## config.mk

```make
export PLATFORM = sky130hd
export DESIGN_NAME = character_stream_tokenizer
export DESIGN_NICKNAME = d
export VERILOG_FILES = /design/src/rtl/cst_pkg.sv /design/src/rtl/character_stream_tokenizer.sv
export VERILOG_INCLUDE_DIRS = /design/src /design/src/rtl
export SDC_FILE = /design/constraint.sdc
export NUM_CORES = 1
export LEC_CHECK = 0
export BUFFER_PORTS_ARGS = -buffer_cell sky130_fd_sc_hd__buf_2
export CAP_MARGIN = 20
export CORE_MARGIN = 4
export CORE_UTILIZATION = 45
export CTS_BUF_LIST = sky130_fd_sc_hd__clkbuf_2
export DETAILED_ROUTE_END_ITERATION = 10
export PLACE_DENSITY = 0.7
export SLEW_MARGIN = 10
export SYNTH_ARGS = -nofsm -noshare
export SYNTH_HDL_FRONTEND = slang
export SYNTH_SLANG_ARGS = --single-unit
```

## constraint.sdc

```tcl
create_clock -name i_clk -period 6.2 [get_ports i_clk]
set_input_delay 0.62 -clock i_clk [delete_from_list [all_inputs] [get_ports i_clk]]
set_output_delay 0.62 -clock i_clk [all_outputs]
set_load 0.05 [all_outputs]
```

## src/rtl/character_stream_tokenizer_assert.svh

```systemverilog
// Assertion macros for the character stream tokenizer.
// Each macro samples on the rising edge of i_clk and is disabled during reset.
`ifndef CHARACTER_STREAM_TOKENIZER_ASSERT_SVH
`define CHARACTER_STREAM_TOKENIZER_ASSERT_SVH

`ifndef ASSERT_OFF
`define CST_ASSERT_IMPLY(lbl, ante, cons, msg) \
    lbl: assert property (@(posedge i_clk) disable iff (!i_rst_n) (ante) |-> (cons)) \
        else $error(msg);
`define CST_ASSERT_NEXT(lbl, ante, cons, msg) \
    lbl: assert property (@(posedge i_clk) disable iff (!i_rst_n) (ante) |=> (cons)) \
        else $error(msg);
`else
`define CST_ASSERT_IMPLY(lbl, ante, cons, msg)
`define CST_ASSERT_NEXT(lbl, ante, cons, msg)
`endif

`endif

```

## src/rtl/cst_pkg.sv

```systemverilog
`timescale 1ns / 1ps
`default_nettype none

package cst_pkg;

    // Default width of the line and column counters
    localparam int POSITION_BITS_DEF = 16;

    // Fixed result field widths
    localparam int KIND_W = 5;
    localparam int POS_W  = 16;
    localparam int LEN_W  = 16;
    localparam int VAL_W  = 31;

    localparam logic [VAL_W-1:0] INT_LIMIT = 31'h7FFF_FFFF;
    localparam logic [LEN_W-1:0] LEN_MAX   = 16'hFFFF;

    // Character codes
    localparam logic [7:0] CH_US    = 8'h5F;  // underscore
    localparam logic [7:0] CH_SLASH = 8'h2F;
    localparam logic [7:0] CH_STAR  = 8'h2A;
    localparam logic [7:0] CH_EQ    = 8'h3D;
    localparam logic [7:0] CH_BANG  = 8'h21;
    localparam logic [7:0] CH_NL    = 8'h0A;
    localparam logic [7:0] CH_SP    = 8'h20;
    localparam logic [7:0] CH_TAB   = 8'h09;
    localparam logic [7:0] CH_CR    = 8'h0D;

    // Input beat kinds
    localparam logic OP_CHAR = 1'b0;
    localparam logic OP_EOI  = 1'b1;

    typedef enum logic [KIND_W-1:0] {
        K_EOF       = 5'd0,
        K_IDENT     = 5'd1,
        K_INT       = 5'd2,
        K_PLUS      = 5'd3,
        K_MINUS     = 5'd4,
        K_STAR      = 5'd5,
        K_SLASH     = 5'd6,
        K_SEMI      = 5'd7,
        K_LPAREN    = 5'd8,
        K_RPAREN    = 5'd9,
        K_LBRACE    = 5'd10,
        K_RBRACE    = 5'd11,
        K_COMMA     = 5'd12,
        K_LT        = 5'd13,
        K_GT        = 5'd14,
        K_ASSIGN    = 5'd15,
        K_EQUAL     = 5'd16,
        K_NOT_EQUAL = 5'd17,
        K_UNKNOWN   = 5'd18,
        K_UNTERM    = 5'd19
    } t_kind;

    // One result beat
    typedef struct packed {
        logic              last;
        logic              out_of_range;
        logic [VAL_W-1:0]  token_value;
        logic [LEN_W-1:0]  token_length;
        logic [POS_W-1:0]  start_column;
        logic [POS_W-1:0]  start_line;
        t_kind             token_kind;
    } t_result;

    // Single-character punctuation; K_UNKNOWN when not one of them
    function automatic t_kind single_kind(input logic [7:0] c);
        t_kind k;
        begin
            case (c)
                8'h2B:   k = K_PLUS;
                8'h2D:   k = K_MINUS;
                8'h2A:   k = K_STAR;
                8'h3B:   k = K_SEMI;
                8'h28:   k = K_LPAREN;
                8'h29:   k = K_RPAREN;
                8'h7B:   k = K_LBRACE;
                8'h7D:   k = K_RBRACE;
                8'h2C:   k = K_COMMA;
                8'h3C:   k = K_LT;
                8'h3E:   k = K_GT;
                default: k = K_UNKNOWN;
            endcase
            return k;
        end
    endfunction

    function automatic t_result mk_result(input t_kind k, input logic [POS_W-1:0] ln,
                                          input logic [POS_W-1:0] col,
                                          input logic [LEN_W-1:0] len,
                                          input logic [VAL_W-1:0] val, input logic oor);
        t_result r;
        begin
            r.token_kind   = k;
            r.start_line   = ln;
            r.start_column = col;
            r.token_length = len;
            r.token_value  = val;
            r.out_of_range = oor;
            r.last         = 1'b0;
            return r;
        end
    endfunction

endpackage

`default_nettype wire

```

## src/rtl/character_stream_tokenizer.sv

```systemverilog
`timescale 1ns / 1ps
`default_nettype none
// Character stream tokenizer.
// Slave channel (s_*): one beat per source byte (s_tuser = 0, byte in s_tdata)
// or an end-of-input beat (s_tuser = 1). Master channel (m_*): one beat per
// token; m_tlast marks the final token caused by one input beat.
// Every input beat updates the scan state and writes 0, 1 or 2
// tokens into a three-entry output queue whose head is the output register.
// Each token is registered into the queue with its causing beat.
// Throughput: one input beat per cycle while each beat yields at most one
// token and the receiver keeps up; s_tready is low while two or more tokens
// are queued, so a beat that yields two tokens holds off the next input
// beat until the receiver takes one of them.
// When the receiver stalls, the queue fills and s_tready drops; nothing is
// lost. End of input flushes any pending token (or reports an open block
// comment), sends eof and returns the scan state to its reset values.
// Reset (i_rst_n low, synchronous) empties the queue and sets line and column
// to 1 and the scanner to idle.
module character_stream_tokenizer #(
    parameter int POSITION_BITS = cst_pkg::POSITION_BITS_DEF
) (
    input  wire         i_clk,
    input  wire         i_rst_n,
    input  wire         s_tvalid,
    output logic        s_tready,
    input  wire  [7:0]  s_tdata,   // [7:0] char_code
    input  wire         s_tuser,   // [0] op
    output logic        m_tvalid,
    input  wire         m_tready,
    output logic [87:0] m_tdata,   // [4:0] token_kind, [20:5] start_line,
                                   // [36:21] start_column, [52:37] token_length,
                                   // [83:53] token_value, [84] out_of_range, zeros
    output logic        m_tlast    // last
);

    localparam int CW = (POSITION_BITS > cst_pkg::POS_W) ? POSITION_BITS : cst_pkg::POS_W;
    localparam logic [POSITION_BITS-1:0] POS_ONE = POSITION_BITS'(1);
    localparam logic [POSITION_BITS-1:0] POS_MAX = {POSITION_BITS{1'b1}};

    typedef enum logic [3:0] {
        M_IDLE, M_IDENT, M_NUMBER, M_SLASH, M_EQ, M_BANG,
        M_LINE_COMMENT, M_BLOCK, M_BLOCK_STAR
    } t_mode;

    // Scan state
    t_mode                        r_mode, n_mode;
    logic [POSITION_BITS-1:0]     r_line, n_line;
    logic [POSITION_BITS-1:0]     r_col, n_col;
    logic [POSITION_BITS-1:0]     r_tok_line, n_tok_line;
    logic [POSITION_BITS-1:0]     r_tok_col, n_tok_col;
    logic [cst_pkg::LEN_W-1:0]    r_len, n_len;
    logic [cst_pkg::VAL_W-1:0]    r_acc, n_acc;
    logic                         r_ovf, n_ovf;

    // Output queue, entry 0 is the output register
    cst_pkg::t_result             r_q [3];
    cst_pkg::t_result             n_q [3];
    logic [1:0]                   r_count, n_count;

    logic       s_fire, m_fire;
    logic [7:0] c;
    logic       c_letter, c_digit;

    function automatic logic [cst_pkg::POS_W-1:0] clamp_pos(
            input logic [POSITION_BITS-1:0] v);
        logic [CW-1:0] w;
        begin
            w = CW'(v);
            if (w > CW'(cst_pkg::LEN_MAX)) begin
                w = CW'(cst_pkg::LEN_MAX);
            end
            return w[cst_pkg::POS_W-1:0];
        end
    endfunction

    function automatic logic [POSITION_BITS-1:0] inc_sat(
            input logic [POSITION_BITS-1:0] v);
        return (v == POS_MAX) ? v : v + POS_ONE;
    endfunction

    assign s_fire   = s_tvalid && s_tready;
    assign m_fire   = m_tvalid && m_tready;
    assign s_tready = (r_count <= 2'd1);
    assign m_tvalid = (r_count != 2'd0);
    assign m_tlast  = r_q[0].last;
    assign m_tdata  = {3'b000, r_q[0].out_of_range, r_q[0].token_value,
                       r_q[0].token_length, r_q[0].start_column,
                       r_q[0].start_line, r_q[0].token_kind};

    assign c        = s_tdata;
    assign c_letter = (c inside {[8'h61:8'h7A], [8'h41:8'h5A]}) || (c == cst_pkg::CH_US);
    assign c_digit  = (c inside {[8'h30:8'h39]});

    // Per-beat scanner: pending token flush, end of input, new lexeme start
    logic              flush, start;
    logic              f_v, s_v;
    cst_pkg::t_result  f_r, s_r;
    logic [34:0]       prod;
    cst_pkg::t_kind    sk;

    always_comb begin
        n_mode     = r_mode;
        n_line     = r_line;
        n_col      = r_col;
        n_tok_line = r_tok_line;
        n_tok_col  = r_tok_col;
        n_len      = r_len;
        n_acc      = r_acc;
        n_ovf      = r_ovf;
        flush      = 1'b0;
        start      = 1'b0;
        f_v        = 1'b0;
        s_v        = 1'b0;
        f_r        = cst_pkg::mk_result(cst_pkg::K_EOF, '0, '0, '0, '0, 1'b0);
        s_r        = f_r;
        sk         = cst_pkg::single_kind(c);
        // acc * 10 + digit as shifts and adds
        prod       = {1'b0, r_acc, 3'b000} + {3'b000, r_acc, 1'b0} + {27'd0, c - 8'h30};

        if (s_tuser == cst_pkg::OP_EOI) begin
            flush = 1'b1;
        end else begin
            case (r_mode)
                M_IDENT: begin
                    if (c_letter || c_digit) begin
                        if (r_len != cst_pkg::LEN_MAX) n_len = r_len + 1'b1;
                        n_col = inc_sat(r_col);
                    end else begin
                        flush = 1'b1;
                        start = 1'b1;
                    end
                end
                M_NUMBER: begin
                    if (c_digit) begin
                        if (r_len != cst_pkg::LEN_MAX) n_len = r_len + 1'b1;
                        n_col = inc_sat(r_col);
                        if (!r_ovf) begin
                            if (prod > 35'(cst_pkg::INT_LIMIT)) begin
                                n_acc = cst_pkg::INT_LIMIT;
                                n_ovf = 1'b1;
                            end else begin
                                n_acc = prod[cst_pkg::VAL_W-1:0];
                            end
                        end
                    end else begin
                        flush = 1'b1;
                        start = 1'b1;
                    end
                end
                M_SLASH: begin
                    if (c == cst_pkg::CH_SLASH) begin
                        n_col  = inc_sat(r_col);
                        n_mode = M_LINE_COMMENT;
                    end else if (c == cst_pkg::CH_STAR) begin
                        n_col  = inc_sat(r_col);
                        n_mode = M_BLOCK;
                    end else begin
                        flush = 1'b1;
                        start = 1'b1;
                    end
                end
                M_EQ, M_BANG: begin
                    if (c == cst_pkg::CH_EQ) begin
                        n_col  = inc_sat(r_col);
                        n_mode = M_IDLE;
                        s_v    = 1'b1;
                        s_r    = cst_pkg::mk_result(
                            (r_mode == M_EQ) ? cst_pkg::K_EQUAL : cst_pkg::K_NOT_EQUAL,
                            clamp_pos(r_tok_line), clamp_pos(r_tok_col),
                            16'd2, '0, 1'b0);
                    end else begin
                        flush = 1'b1;
                        start = 1'b1;
                    end
                end
                M_LINE_COMMENT: begin
                    if (c == cst_pkg::CH_NL) begin
                        start = 1'b1;
                    end else begin
                        n_col = inc_sat(r_col);
                    end
                end
                M_BLOCK, M_BLOCK_STAR: begin
                    n_col = inc_sat(r_col);
                    if (c == cst_pkg::CH_NL) begin
                        n_line = inc_sat(r_line);
                        n_col  = POS_ONE;
                        n_mode = M_BLOCK;
                    end else if (c == cst_pkg::CH_STAR) begin
                        n_mode = M_BLOCK_STAR;
                    end else if (c == cst_pkg::CH_SLASH && r_mode == M_BLOCK_STAR) begin
                        n_mode = M_IDLE;
                    end else begin
                        n_mode = M_BLOCK;
                    end
                end
                default: begin
                    start = 1'b1;
                end
            endcase
        end

        // Pending token, from the state before this beat
        if (flush) begin
            f_v = 1'b1;
            case (r_mode)
                M_IDENT: f_r = cst_pkg::mk_result(cst_pkg::K_IDENT, clamp_pos(r_tok_line),
                                                  clamp_pos(r_tok_col), r_len, '0, 1'b0);
                M_NUMBER: f_r = cst_pkg::mk_result(cst_pkg::K_INT, clamp_pos(r_tok_line),
                                                   clamp_pos(r_tok_col), r_len, r_acc, r_ovf);
                M_SLASH: f_r = cst_pkg::mk_result(cst_pkg::K_SLASH, clamp_pos(r_tok_line),
                                                  clamp_pos(r_tok_col), 16'd1, '0, 1'b0);
                M_EQ: f_r = cst_pkg::mk_result(cst_pkg::K_ASSIGN, clamp_pos(r_tok_line),
                                               clamp_pos(r_tok_col), 16'd1, '0, 1'b0);
                M_BANG: f_r = cst_pkg::mk_result(cst_pkg::K_UNKNOWN, clamp_pos(r_tok_line),
                                                 clamp_pos(r_tok_col), 16'd1,
                                                 31'(cst_pkg::CH_BANG), 1'b0);
                M_BLOCK, M_BLOCK_STAR: f_r = cst_pkg::mk_result(cst_pkg::K_UNTERM,
                                                  clamp_pos(r_tok_line),
                                                  clamp_pos(r_tok_col), 16'd2, '0, 1'b0);
                default: f_v = 1'b0;
            endcase
            n_mode = M_IDLE;
        end

        // End of input: eof at the current position, then back to reset values
        if (s_tuser == cst_pkg::OP_EOI) begin
            s_v        = 1'b1;
            s_r        = cst_pkg::mk_result(cst_pkg::K_EOF, clamp_pos(r_line),
                                            clamp_pos(r_col), '0, '0, 1'b0);
            n_mode     = M_IDLE;
            n_line     = POS_ONE;
            n_col      = POS_ONE;
            n_tok_line = POS_ONE;
            n_tok_col  = POS_ONE;
            n_len      = '0;
            n_acc      = '0;
            n_ovf      = 1'b0;
        end

        // First character of a new lexeme (line and column untouched so far)
        if (start) begin
            n_mode = M_IDLE;
            if (c == cst_pkg::CH_SP || c == cst_pkg::CH_TAB || c == cst_pkg::CH_CR) begin
                n_col = inc_sat(r_col);
            end else if (c == cst_pkg::CH_NL) begin
                n_line = inc_sat(r_line);
                n_col  = POS_ONE;
            end else begin
                n_tok_line = r_line;
                n_tok_col  = r_col;
                n_col      = inc_sat(r_col);
                if (c_letter) begin
                    n_mode = M_IDENT;
                    n_len  = 16'd1;
                end else if (c_digit) begin
                    n_mode = M_NUMBER;
                    n_len  = 16'd1;
                    n_acc  = 31'(c - 8'h30);
                    n_ovf  = 1'b0;
                end else if (c == cst_pkg::CH_SLASH) begin
                    n_mode = M_SLASH;
                end else if (c == cst_pkg::CH_EQ) begin
                    n_mode = M_EQ;
                end else if (c == cst_pkg::CH_BANG) begin
                    n_mode = M_BANG;
                end else begin
                    s_v = 1'b1;
                    s_r = cst_pkg::mk_result(sk, clamp_pos(r_line), clamp_pos(r_col), 16'd1,
                          (sk == cst_pkg::K_UNKNOWN) ? 31'(c) : 31'd0, 1'b0);
                end
            end
        end
    end

    // Queue update: pop the head, then append this beat's tokens in order
    logic [1:0]        nres, cp;
    cst_pkg::t_result  res0, res1;

    always_comb begin
        res0 = f_v ? f_r : s_r;
        res1 = s_r;
        nres = 2'(f_v) + 2'(s_v);
        if (!s_fire) begin
            nres = 2'd0;
        end
        res0.last = (nres == 2'd1);
        res1.last = 1'b1;
        cp = r_count - 2'(m_fire);
        if (m_fire) begin
            n_q[0] = r_q[1];
            n_q[1] = r_q[2];
            n_q[2] = r_q[2];
        end else begin
            n_q[0] = r_q[0];
            n_q[1] = r_q[1];
            n_q[2] = r_q[2];
        end
        for (int i = 0; i < 3; i++) begin
            if (nres != 2'd0 && cp == 2'(i)) begin
                n_q[i] = res0;
            end
            if (nres == 2'd2 && cp + 2'd1 == 2'(i)) begin
                n_q[i] = res1;
            end
        end
        n_count = cp + nres;
    end

    always_ff @(posedge i_clk) begin
        r_q[0] <= n_q[0];
        r_q[1] <= n_q[1];
        r_q[2] <= n_q[2];
        if (!i_rst_n) begin
            r_count    <= 2'd0;
            r_mode     <= M_IDLE;
            r_line     <= POS_ONE;
            r_col      <= POS_ONE;
            r_tok_line <= POS_ONE;
            r_tok_col  <= POS_ONE;
            r_len      <= '0;
            r_acc      <= '0;
            r_ovf      <= 1'b0;
        end else begin
            r_count <= n_count;
            if (s_fire) begin
                r_mode     <= n_mode;
                r_line     <= n_line;
                r_col      <= n_col;
                r_tok_line <= n_tok_line;
                r_tok_col  <= n_tok_col;
                r_len      <= n_len;
                r_acc      <= n_acc;
                r_ovf      <= n_ovf;
            end
        end
    end

    // Checks
    `include "character_stream_tokenizer_assert.svh"

    `CST_ASSERT_NEXT(a_eoi_resets, s_fire && s_tuser == cst_pkg::OP_EOI, r_mode == M_IDLE && r_line == POS_ONE && r_col == POS_ONE, "end of input did not restore reset state")
    `CST_ASSERT_IMPLY(a_eof_is_last, m_tvalid && r_q[0].token_kind == cst_pkg::K_EOF, m_tlast, "eof token not marked last")
    `CST_ASSERT_IMPLY(a_ovf_saturates, r_ovf, r_acc == cst_pkg::INT_LIMIT, "overflowed integer not saturated")

endmodule

`default_nettype wire

```

==> results of run 1 <==
## final cells by class
cell class / instances / area share
Inverter: 33 / 0.00564
Sequential cell: 376 / 0.407
Multi-Input combinational cell: 1664 / 0.476
Timing Repair Buffer: 139 / 0.0376
Tap cell: 600 / 0.0342
Antenna cell: 4 / 0.000456
Clock buffer: 139 / 0.0317
Clock inverter: 33 / 0.00740
## cell usage in the layout, fill, tap and decap left out, drive strengths merged, types with 33 or more instances in the layout
cell    count
a211oi     40
a21oi     240
a221o      38
a22oi      48
a311oi     33
a31oi      53
a32o       40
buf       136
clkbuf    139
dfxtp     235
edfxtp    141
ha         68
inv        35
nand2     331
nor2      138
nor3       36
o21ai     169
## critical path, delay by kind of cell, from the launching register on
kind	cells	cell delay, ps
AOI/OAI and AO/OA	6	1720
and+or+nand+nor	3	1200
buffers and inverters	2	770
DFF	1	760
adders and majority gates	1	370
## where the power goes
part / internal, W / switching [W] / total, W
Clock: 0.000644 / 0.00105 / 0.00169
Sequential: 0.00330 / 0.000305 / 0.00360
Combinational: 0.000950 / 0.00268 / 0.00363
Total: 0.00489 / 0.00403 / 0.00892
## flip-flops by register name, indices dropped and copies added, names as in the netlist
name and count:
r_line 16, r_mode 4, r_count 2, r_ovf 1, r_q 258, r_acc 31
r_col 16, r_tok_line 16, r_tok_col 16, r_len 16
## what timing repair did
| action | CTS | global route |
|---|---|---|
| resized for setup | 0 | 0 |
| hold buffers | 3 | 0 |
| endpoints found under the hold margin | 3 | 0 |
## metal layers
layer | up-vias | part of all wire | wire length [µm] | GRT usage
met5 | - | 0.00021 | 13 | 0
met4 | 2 | 0.033 | 2020 | 0.0947
met3 | 126 | 0.076 | 4650 | 0.0464
met2 | 840 | 0.48 | 29200 | 0.390
met1 | 8995 | 0.41 | 25400 | 0.305
li1 | 8697 | - | - | -
## stage by stage
stage / cells / power (W)
detailed placement: 2809 / 0.00726
global route: 2988 / 0.00942
global placement: 2809 / 0.00719
finish: 2988 / 0.00892
CTS: 2984 / 0.00895
floorplan: 2350 / 0.00662
## kinds of logic (layout without fill, tap and decap cells)
group | Yosys count | in the layout | synth area share
AO/OA/AOI/OAI | 873 | 873 | 0.285
XOR/XNOR | 40 | 40 | 0.0168
adder cells (fa/ha/maj) | 74 | 74 | 0.0464
buffers and inverters | 310 | 344 | 0.0767
flip-flops | 376 | 376 | 0.428
multiplexers | 8 | 8 | 0.00389
other | 1 | 7 | 0.000179
AND/OR/NAND/NOR | 666 | 666 | 0.144
## how the worst max path moves through the flow
stage | cells past startpoint | slack, ps | from | endpoint
final | 12 | 1180 | r_mode[3] | r_q[0][37]
after detailed placement | 18 | 550 | s_tdata[4] | r_q[0][19]
after CTS | 14 | 1300 | r_acc[2] | r_acc[9]
after global routing | 15 | 740 | r_mode[0] | r_q[0][9]
after floorplan | 19 | 750 | s_tdata[4] | r_q[0][0]
after global placement | 16 | 720 | s_tdata[4] | r_q[0][28]
==> metrics.txt, run 1 <==
status=finished, final reports clean; Reg2Reg Capture Point=r_q[0][37]; Post-DP Area=0.0211 mm²; Seq cells post-synth=between 300 and 400; Post-Route WL=a little over 60 mm; RSZ-0062 raised after global routing=no; fin crit period=between 5000 and 6000 ps; reg2reg setup slack=about 1200 ps; R2R depth=12; register area=just under 0.009 mm²; Clock transition at path regs=between 100 and 150 ps; # nets final=2,396; Port Buffers=100; Boundary Pins=~100; max_slew headroom=0.263; global route overflow=0; H-tree levels=3; asr flop ratio synth=0; Total Routing Usage GR=0.236; CTS tree=done; Starting DRT DRC Count=roughly 1,700; vias=18,660; initial antenna violation count=3; Critical Path AT=~5800 ps; cell taking the most area after synthesis=dfxtp_1; largest net degree at the start of global routing=81; Worst Tran Pin Value=roughly 1100 ps; slowest CP cell=dfxtp_1; # DRC=0; first-pass GRT wire length=approximately 100 mm; worst hold slack=between 150 and 200 ps; Final GP Congestion=0.947; fin crit share=0.810; P_leak=about 8 nW; Final Setup Violations=0; Yosys cell types=93; PwrDens=approximately 400 mW/mm²; Worst Setup End Kind=flip-flop; Multi-input gate area=around 0.010 mm²; DR WL/cell=~20 µm; Post-CTS Setup Repair Bufs=0; fin area=between 0.02 and 0.025 mm²; Hold Path Class=primary input to flip-flop; Post-Syn Area=0.0209 mm²; max-cap violation count=0; Syn. warnings=0; syn_area_per_cell=~9 µm²; cell with the most instances after synthesis=nand2_1; main flop type after synthesis=dfxtp_1; final setup skew=68.6 ps; Core ar.=about 0.046 mm²; Synth area leaders=dfxtp_1 23%, edfxtp_1 20%, a21oi_1 5.7%; maximum VDD drop=around 0.4 mV; area share of the largest cell type after synthesis=0.225; worst r2r src=r_mode[3]; Bufs on Longest Clock Path=3; cell mode on critical path=o21ai_0; dpl ws=between 500 and 600 ps; Area growth, synth to finish=5.06%; post-detailed-route count of antenna-violating nets=0; Max Slew Vio Count=0; row cnt=78; WP data required=7020 ps; layout cells sized above 1=0.143; clk_lat worst skew=1050 ps; fmax=0.199 GHz; Die Wd=224 µm; Crit path largest cell delay=about 760 ps; Pre-antenna DRT Iters=5; Post-synth EDFFs=141; die area=0.0500 mm²; crit-path cells=inv_1 -> nand3_1 -> o2111a_1 -> o31a_1 -> o22ai_2 -> ha_1 -> o21ai_0 -> nor3_2 -> nor2_4 -> buf_4 -> a22oi_1 -> o21ai_0; worst setup path class=flip-flop to flip-flop; Num Clock Sinks=376; Hold Path Stages=3; height of the die=between 200 and 250 µm; min-delay src=s_tdata[2]; top cells by count, synth=320 x nand2_1, 240 x a21oi_1, 235 x dfxtp_1; Min-Delay Endpoint=r_acc[2]; PnR worst setup slack=about 1200 ps; Fill cells=~4,400; Initial Util=0.458; Seq/Total Area, Yosys=0.428; Total Neg Setup Slack=0 ps; TritonCTS Buffers=95; vias per cell=about 6.2; Final HPWL DP=between 30 and 40 mm; Final Util=0.481; Final Hold Fails=0; crit path launch type=flip-flop; Critical Path Fanout Max=29; root buffer cell=clkbuf_2; vias in the first global route=18,042; cells after synthesis=between 2,000 and 2,500
Note: power is estimated with default switching activity, not from simulation.
==> inputs of run 2 (changes only) <==
ABC_AREA = 1   (was not set)
PLACE_DENSITY = 0.72   (was 0.7)
clock period = 4.1 ns   (was 6.2 ns; I/O delays follow)
==> run 2 against run 1 <==
Against the previous run:
- clock skew is 5.1 ps higher
- critical path type unchanged
- first-iteration DRC count is 62% higher
- total power is 97% higher
- critical endpoint is now r_acc[17]
- synthesized area is 14% higher
==> metrics.txt, run 2 <==
Clock transition at path regs=100 ps; Pre-antenna DRT Iters=6; min-delay src=i_rst_n; max_slew headroom=0.482; DR WL/cell=~17 µm; Synth area leaders=dfxtp_1 20%, edfxtp_1 18%, nand2_1 14%; Total Routing Usage GR=0.247; clk_lat worst skew=approximately 1100 ps; PwrDens=between 600 and 700 mW/mm²; initial antenna violation count=3; Bufs on Longest Clock Path=3; global route overflow=0; area share of the largest cell type after synthesis=0.197; first-pass GRT wire length=115 mm; Yosys cell types=57; Post-Syn Area=~0.024 mm²; Area growth, synth to finish=8.44%; Worst Setup End Kind=flip-flop; row cnt=84; Post-Route WL=between 70 and 80 mm; Post-DP Area=between 0.02 and 0.025 mm²; Max Slew Vio Count=0; Core ar.=between 0.05 and 0.06 mm²; most frequent cells in the layout=891 x nand2_1, 309 x nor2_1, 308 x o21ai_0, 268 x nand3_1, 263 x a21oi_1; CTS tree=done; # nets final=~3,600; vias in the first global route=roughly 21,000; Final Util=0.492; root buffer cell=clkbuf_2; largest registers=r_q x258, r_acc x31; Die Wd=roughly 240 µm; reg2reg setup slack=260 ps; P_leak=11.1 nW; max FFs per register=roughly 260; largest net degree at the start of global routing=116; die area=0.0568 mm²; asr flop ratio synth=0; PnR worst setup slack=259 ps; worst setup path class=flip-flop to flip-flop; Final HPWL DP=a little under 50 mm; max-cap violation count=0; vias per cell=roughly 5.5; final setup skew=approximately 74 ps; dpl ws=-253 ps; post-detailed-route count of antenna-violating nets=0; Starting DRT DRC Count=approximately 2,800; Final Setup Violations=0; maximum VDD drop=around 0.55 mV; Syn. warnings=0; cell taking the most area after synthesis=dfxtp_1; Initial Util=0.454; TritonCTS Buffers=98; fin crit period=3840 ps; Port Buffers=100; fmax=around 0.26 GHz; cell with the most instances after synthesis=nand2_1; layout cells sized above 1=0.137; H-tree levels=3; fin area=0.0259 mm²; Hold Path Class=primary input to flip-flop; Post-synth EDFFs=141; cells after synthesis=between 3,000 and 4,000; crit path launch type=flip-flop; Reg2Reg Capture Point=r_acc[17]; WP data required=5090 ps; Worst Tran Pin Value=around 770 ps; Final GP Congestion=slightly below 1; Seq/Total Area, Yosys=0.375; main flop type after synthesis=dfxtp_1; Num Clock Sinks=about 380; Seq cells post-synth=376; Min-Delay Endpoint=r_count[1]; top cells by count, synth=892 x nand2_1, 318 x nor2_1, 308 x o21ai_0; Final Hold Fails=0; Boundary Pins=between 100 and 150; leading cell type in the layout, fill and taps excluded=nand2_1; # DRC=0; Reg with most FFs=r_q; height of the die=238 µm; worst r2r src=r_acc[0]; status=finished, final reports clean; Critical Path Fanout Max=29; syn_area_per_cell=just under 7 µm²; Critical Path AT=4830 ps; vias=23,434; worst hold slack=between 200 and 300 ps; R2R depth=20; Hold Path Stages=4; fin crit share=0.937
[run 2: changes by cell type after synthesis, moves of 24 or more]
cell | previous run | this run
or2_2 | 2 | 29
nand2_1 | 320 | 892
nor2_1 | 136 | 318
a31oi_1 | 52 | 12
a32o_1 | 40 | 8
a311oi_1 | 33 | 0
o2bb2ai_1 | 32 | 0
inv_1 | 31 | 256
a211oi_1 | 38 | 0
o21ai_0 | 163 | 308
nand3_1 | 32 | 268
a21o_1 | 31 | 7
a221o_1 | 38 | 0
[run 2: per-stage QoR]
stage / cells / TNS (ps) / power, W
after floorplan: 3437 / 0 / 0.0126
after global placement: 4045 / -7920 / 0.0147
after detailed placement: 4045 / -10690 / 0.0148
after CTS: 4230 / 0 / 0.0175
after global routing: 4239 / -43.7 / 0.0188
final: 4241 / 0 / 0.0176
[run 2: area by class of cell]
cell class              instances  area [µm²]
clock buffers                 156         781
flip-flops and latches        376        8940
diodes                          7        17.5
well taps                     688         861
fillers                      5241       26700
inverters                     278        1060
repair buffers                227        1650
clock inverters                12        88.8
multi-input cells            2497       12500
[run 2: critical path, cell delays in order, from the launching register on]
cell and delay (ps):
dfxtp_1 360, inv_1 90, fa_1 530, inv_1 80
fa_1 450, nand3_1 100, nand2_1 110, nand3_1 90
nand2_1 80, nand2_1 80, nand2_1 60, a21oi_1 190
nand3_1 170, nor2_2 180, buf_12 190, nand3_1 90
o21ai_0 100, nor2_1 60, nor2_1 110, nor2_1 40
dlygate4sd3_1 550
[run 2: worst max path at each step]
stage                    start     endpoint  slack, ps
floorplan           s_tdata[6]  r_q[0][100]         60
global placement    s_tdata[5]  r_q[0][118]       -190
detailed placement  s_tdata[5]  r_q[0][118]       -250
CTS                  r_mode[0]  r_q[0][144]        130
global route         r_mode[2]   r_q[0][64]        -20
finish                r_acc[0]    r_acc[17]        260
[run 2: timing repair]
action,CTS,global route
endpoints found under the setup margin,38,103
gates resized for setup,0,6
cloned,1,1
setup buffers,0,2
pin swaps,1,1
endpoints found under the hold margin,73,0
hold buffers,16,0
[run 2: where the power goes]
| group | switching, W | total [W] | internal [W] |
|---|---|---|---|
| clock | 0.00158 | 0.00264 | 0.00105 |
| combinational | 0.00653 | 0.00905 | 0.00253 |
| sequential | 0.000595 | 0.00588 | 0.00528 |
| total | 0.00871 | 0.0176 | 0.00886 |
[run 2: cell families after synthesis]
logic type,share of synthesized area
XOR/XNOR,0.0151
buffers and inverters,0.106
adder cells (fa/ha/maj),0.0407
AND/OR/NAND/NOR,0.290
flip-flops,0.375
AO/OA/AOI/OAI,0.173
other,0.000157
[run 2: per-layer routing]
layer	track usage	wire, µm
met2	0.355	30700
met5	0	0
met1	0.377	33000
met4	0.0598	992
met3	0.0534	7990
